### src/hdl/assert_macros.svh
// ---------------------------------------------------------------------------
// Assertion macros
// Shorthand for clocked concurrent assertions with an active-low reset disable.
// ---------------------------------------------------------------------------
`ifndef ASSERT_MACROS_SVH
`define ASSERT_MACROS_SVH

// The consequent must hold in the same cycle as the antecedent.
`define PCT_ASSERT_SAME(label, clk, rst_n, ante, cons) \
    label: assert property (@(posedge clk) disable iff (!(rst_n)) (ante) |-> (cons)) \
        else $error("assertion failed");

// The consequent must hold in the cycle after the antecedent.
`define PCT_ASSERT_NEXT(label, clk, rst_n, ante, cons) \
    label: assert property (@(posedge clk) disable iff (!(rst_n)) (ante) |=> (cons)) \
        else $error("assertion failed");

`endif

### src/hdl/pct_pkg.sv
// ---------------------------------------------------------------------------
// pct_pkg
// Types and constants shared by the packed component table modules.
// ---------------------------------------------------------------------------
package pct_pkg;

    localparam int MAX_ENTITIES = 1024;
    localparam int ENT_W        = $clog2(MAX_ENTITIES);
    localparam int CNT_W        = ENT_W + 1;
    localparam int VALUE_W      = 32;

    typedef enum logic [1:0] {
        REQ_INSERT  = 2'd0,
        REQ_REMOVE  = 2'd1,
        REQ_GET     = 2'd2,
        REQ_DESTROY = 2'd3
    } t_req_type;

    typedef enum logic [1:0] {
        ST_OK      = 2'd0,
        ST_ALREADY = 2'd1,
        ST_ABSENT  = 2'd2,
        ST_FULL    = 2'd3
    } t_status;

    typedef struct packed {
        t_req_type    req_type;
        logic [9:0]   entity_id;
        logic [31:0]  component_value;
    } t_req;

    typedef struct packed {
        t_status      status;
        logic [31:0]  read_value;
        logic [10:0]  live_count;
    } t_rsp;

    typedef struct packed {
        logic             present;
        logic [ENT_W-1:0] slot;
    } t_ent_row;

    typedef struct packed {
        logic [ENT_W-1:0]   owner;
        logic [VALUE_W-1:0] value;
    } t_dense_row;

    typedef struct packed {
        logic clear;
        logic accept;
        logic eval;
        logic finish;
    } t_cmd;

    typedef struct packed {
        logic clear_last;
        logic out_free;
    } t_sts;

endpackage

### src/hdl/pct_ctrl.sv
// ---------------------------------------------------------------------------
// pct_ctrl
// Sequencer for the table: post-reset sweep, accept, evaluate, deliver.
// ---------------------------------------------------------------------------
module pct_ctrl (
    input  logic          i_clk,
    input  logic          i_rst_n,
    input  logic          i_in_valid,
    input  pct_pkg::t_sts i_sts,
    output logic          o_in_stall,
    output pct_pkg::t_cmd o_cmd
);
    import pct_pkg::*;

    typedef enum logic [3:0] {
        S_CLEAR = 4'b0001,
        S_IDLE  = 4'b0010,
        S_EVAL  = 4'b0100,
        S_DONE  = 4'b1000
    } t_state;

    t_state r_state;
    t_state n_state;

    always_comb begin
        n_state = r_state;
        case (r_state)
            S_CLEAR: begin
                if (i_sts.clear_last) begin
                    n_state = S_IDLE;
                end
            end
            S_IDLE: begin
                if (i_in_valid) begin
                    n_state = S_EVAL;
                end
            end
            S_EVAL: begin
                n_state = S_DONE;
            end
            S_DONE: begin
                if (i_sts.out_free) begin
                    n_state = S_IDLE;
                end
            end
            default: begin
                n_state = S_CLEAR;
            end
        endcase
    end

    always_ff @(posedge i_clk) begin
        if (!i_rst_n) begin
            r_state <= S_CLEAR;
        end else begin
            r_state <= n_state;
        end
    end

    assign o_in_stall   = (r_state != S_IDLE);
    assign o_cmd.clear  = (r_state == S_CLEAR);
    assign o_cmd.accept = (r_state == S_IDLE) && i_in_valid;
    assign o_cmd.eval   = (r_state == S_EVAL);
    assign o_cmd.finish = (r_state == S_DONE) && i_sts.out_free;

endmodule

### config.mk
export PLATFORM = sky130hd
export DESIGN_NAME = pct_ctrl
export DESIGN_NICKNAME = d
export VERILOG_FILES = /design/src/hdl/assert_macros.svh /design/src/hdl/pct_pkg.sv /design/src/hdl/pct_ctrl.sv
export SDC_FILE = /design/constraint.sdc
export NUM_CORES = 1
export LEC_CHECK = 0
export BUFFER_PORTS_ARGS = -buffer_cell sky130_fd_sc_hd__buf_2
export CAP_MARGIN = 20
export CORE_AREA = 2 2 39 41
export CTS_BUF_LIST = sky130_fd_sc_hd__clkbuf_8
export CTS_CLUSTER_DIAMETER = 40
export DETAILED_ROUTE_END_ITERATION = 7
export DIE_AREA = 0 0 41 43
export GPL_TIMING_DRIVEN = 0
export PLACE_DENSITY = 0.51
export SLEW_MARGIN = 15
export SYNTH_ARGS = -nofsm -noshare
export SYNTH_HDL_FRONTEND = slang
export SYNTH_SLANG_ARGS = --single-unit
### constraint.sdc
create_clock -name i_clk -period 1.05 [get_ports i_clk]
set_input_delay 0.0525 -clock i_clk [delete_from_list [all_inputs] [get_ports i_clk]]
set_output_delay 0.0525 -clock i_clk [all_outputs]
set_load 0.01 [all_outputs]
Yosys cells after proc, flatten, opt, wreduce, memory -nomap -nowiden
Cells that the tools add are included.
Widths: inputs -> output; s select.
{ "totals": {"out_inout_bits": 5, "ff_bits": 4, "elab_cells": 16, "in_bits": 5} }
{ "classes": {"n_reduce_logical": 3, "n_eq_ne": 8, "muxes": 4} }
{ "op_table": {"columns": ["operator", "n"], "rows": [
  ["$pmux 4 s4", 1],
  ["$mux 4", 3],
  ["$ne 2x2->1 const B", 3],
  ["$eq 4x1->1 const B", 1],
  ["$eq 4x2->1 const B", 1],
  ["$eq 4x3->1 const B", 1],
  ["$eq 4x4->1 const B", 1],
  ["$ne 4x2->1 const B", 1],
  ["$reduce_and 3->1", 1],
  ["$logic_and 1x1->1", 2]
]} }

Logic depth before layout (Yosys ltp)
{ "logic_depth": {"depth_word": 3, "mapped_depth": 4, "ltp_nobuf": 3} }

Worst setup path after synthesis
No wires, ideal clock.
{ "synth_path": {"kind": "reg2reg", "start": "reg r_state[1]", "end": "reg r_state[1]", "required_time_ns": 0.933, "path_stages_with_launch": 5, "setup_time_ns": 0.117, "synth_period_minus_slack_ns": 1.054, "setup_slack_ns": -0.004, "arrival_ns": 0.936, "cell_sequence": "dfxtp_1 -> buf_6 -> nor3b_1 -> o31ai_1 -> and4bb_1"} }
{ "synth_via": {"elab_chain_cells": 3, "word_cells_on_any_way": 9} }
{ "synth_lines": {"columns": ["element", "line_no", "source"], "rows": [
  ["start, declared", "pct_ctrl.sv:22", "t_state r_state;"],
  ["start signal, assigned", "pct_ctrl.sv:56", "r_state <= n_state;"],
  ["$eq 4x1->1, or another cell as far along", "pct_ctrl.sv:27", "case (r_state)"],
  ["$ne 2x2->1 (no line)", null, null],
  ["$reduce_and 3->1 (no line)", null, null]
]} }
Several ways; a longest one is shown, not always the timed one.
A chain may end at the register's enable or synchronous reset.

==> summary.txt <==
Status
  • Status: finished with violations
  • Failing checks: negative setup slack

Timing
  • Final Cycle Share: 1.21
  • RSZ-0062 raised after global routing: true
  • Worst Tran Pin Value: between 0.2 and 0.3 ns
  • Clock period minus worst slack: ~1.3 ns
  • Crit path setup slack, layout: -0.218 ns
  • Final hold violation count: 0
  • Setup TNS: -1.13 ns
  • Highest Clock Rate: 0.789 GHz
  • Max-slew violations: 0
  • Relative slew margins: 0.830
  • Layout Skew: roughly 0.0021 ns
  • Final setup fails: 7

Final layout
  • Reg with most FFs: r_state
  • Ratio of cells with drive above 1 in the final layout: 0.608
  • Max reg flops: 4
  • Most frequent cells in the layout: 8 x buf_2, 7 x buf_4, 4 x buf_6
  • Final core occ: 0.373
  • Largest registers: r_state x4
  • FILL cells: between 100 and 150
  • Final net count: 58
  • Area of the multi-input gates: 220 um^2
  • Area occupied by registers: 88.8 um^2
  • ANT cells: 0
  • Commonest non-fill, non-tap cell in the layout: buf_2
  • Final std cells w/o fill: 67
  • Area Growth Syn to Fin: 77.6%

GRT
  • Vias in the first global route: ~290
  • Total GRT Usage: 0.110
  • Largest net degree at the start of global routing: 11
  • Gr ovfl total: 0
  • Antenna violations before repair: 0
  • First-pass GRT wire length: ~1.2 mm

Synthesis
  • Synth Area in XOR/XNOR: 0
  • Share of synthesized cell area in full adder, half adder and majority cells: 0
  • Syn nets: 38
  • Synth Register Bits: 4
  • Synthesized instance count: 33
  • Main combinational cell family by area after synthesis: simple AND/OR/NAND/NOR gates
  • Synth Area per Inst: 8.80 um^2
  • Top post-synthesis cells by area: dfxtp_1 28%, nor4b_1 12%, nor3b_1 7.8%, o21ai_0 5.2%, and2_1 4.3%
  • Multiplexer share of the synthesized area: 0.0345
  • Sequential area share after synthesis: 0.276
  • Post-synthesis cell type count: 20
  • Compound-Gate Fraction of Synth Area: 0.134
  • Synth warn: 0
  • Top cell type's share of synthesized area: 0.276
  • Cell taking the most area after synthesis: dfxtp_1
  • Simple-gate share of the synthesized area: 0.431
  • Synthesized cell area: 290 um^2

Worst hold path
  • Hold depth: 2
  • Worst Hold Launch: i_rst_n
  • Hold Path End: r_state[0]$_SDFFE_PN1P_
  • Min-Delay Path Class: in2reg

Critical path
  • Startpoint types: flop
  • Crit-path slowest cell: dfxtp_2
  • Worst reg2reg path depth: 6
  • Critical path type: reg2out
  • Worst setup path start: r_state[0]$_SDFFE_PN1P_
  • Crit-path max FO: 6
  • Worst EP required: 1.00 ns
  • R2r setup slk: -0.19 ns
  • CP cell instances: buf_6, nor4_4, and2_1, buf_2
  • RR Endpoint: r_state[1]$_SDFFE_PN0P_
  • Crit path largest cell delay: about 0.32 ns
  • WP data arrival: between 1 and 1.5 ns
  • Crit. End Element: output pin
  • Reg2reg start: r_state[1]$_SDFFE_PN0P_

Floorplan
  • Die X: slightly above 40 um
  • Row Count: 14
  • Io pins: 10
  • Die height: around 43 um
  • Die area: 0.00176 mm^2
  • Core Area: roughly 0.0014 mm^2
  • Initial cell density of the core: 0.210

Placement
  • Pre-CTS setup slack: -0.137 ns
  • Cells after DPL: 58
  • GPL Wtd Cong: slightly below 0.7
  • Final HPWL DP: around 450 um
  • Port bufs: 9

Clock tree
  • CTS Hold Bufs: 0
  • Clock sink total: 4
  • H-tree depth: 1
  • Clock Path Buffers: 2
  • Clock slew at reported path FFs: roughly 0.030 ns
  • TritonCTS buffer count: 3
  • Clock root buffer: clkbuf_8
  • Worst-Skew Late Latency: 0.22 ns
  • CTS tree: built

Routing
  • WL per Instance: 11.6 um
  • Drt drc: 0
  • Via/cell ratio: roughly 4.6
  • Routed Antenna Nets: 0
  • DRT Pass-1 Iters: 2
  • DRT iter0 DRCs: 3
  • Via count: 305
  • Detailed Route WL: approximately 780 um

Run
  • Max Cap Viol: 0

Power
  • Leak pwr: around 0.20 nW
  • Max VDD drop: 0.000313 V
  • Power per cell area: around 1400 mW/mm^2
-- worst max path at each step --
stage	depth (start not counted)	slack, ns	end
after CTS	4	-0.22	o_cmd[2]
final	4	-0.22	o_cmd[2]
after floorplan	4	0.02	r_state[0]$_SDFFE_PN1P_
after global routing	4	-0.32	o_cmd[2]
after detailed placement	4	-0.14	o_cmd[0]
after global placement	4	-0.15	o_cmd[0]
-- stage by stage --
step / hold WS [ns] / cell area (um^2) / power (mW)
3_5_place_dp: 0.269 / 355 / 0.313
3_3_place_gp: 0.271 / 355 / 0.313
4_1_cts: 0.0418 / 473 / 0.702
6_report: 0.0428 / 515 / 0.725
5_1_grt: 0.0764 / 515 / 0.763
2_1_floorplan: 0.129 / 290 / 0.275
-- synth_stat cells --
master / n
a311oi_1: 1
and2_1: 2
and3_1: 1
and4bb_1: 1
buf_2: 2
buf_4: 1
buf_6: 1
dfxtp_1: 4
inv_1: 2
mux2i_1: 1
nand2b_1: 1
nand3b_1: 1
nor2_1: 1
nor2b_1: 1
nor3b_1: 3
nor4_2: 1
nor4b_1: 4
o21a_1: 1
o21ai_0: 3
o31ai_1: 1
-- report_power, final --
| group | internal [mW] | switching, mW |
|---|---|---|
| registers | 0.162 | 0.00964 |
| clock network | 0.244 | 0.0806 |
| logic | 0.131 | 0.0980 |
-- critical path: cells and delay by family, from the launching register on --
| family | cells | cell delay, ns |
|---|---|---|
| buffers and inverters | 2 | 0.25 |
| AND/OR/NAND/NOR | 2 | 0.43 |
| flip-flops | 1 | 0.32 |
-- cell families after synthesis --
kind of cell,count (synthesis)
simple gates,16
compound gates,6
buf+inv,6
flops,4
mux,1
-- per-layer routing --
layer | up-vias | global-route usage | share of wire
li1 | 157 | - | -
met1 | 136 | 0.137 | 0.43
met2 | 9 | 0.144 | 0.49
met3 | 3 | 0.0314 | 0.049
met4 | 0 | 0.100 | 0.030
met5 | - | 0 | 0
-- layout make-up --
class	instances	area share
well taps	16	0.0388
plain buffers	2	0.0437
clock buffers	3	0.0801
inverters	2	0.0146
multi-input cells	23	0.427
flip-flops and latches	4	0.172
repair buffers	17	0.223
-- what timing repair did --
item	in CTS	in global routing
endpoints found under the setup margin	8	8
resized for setup	14	3
pin swaps	6	0
buffers inserted	4	4
Note: power is estimated with default switching activity, not from simulation.
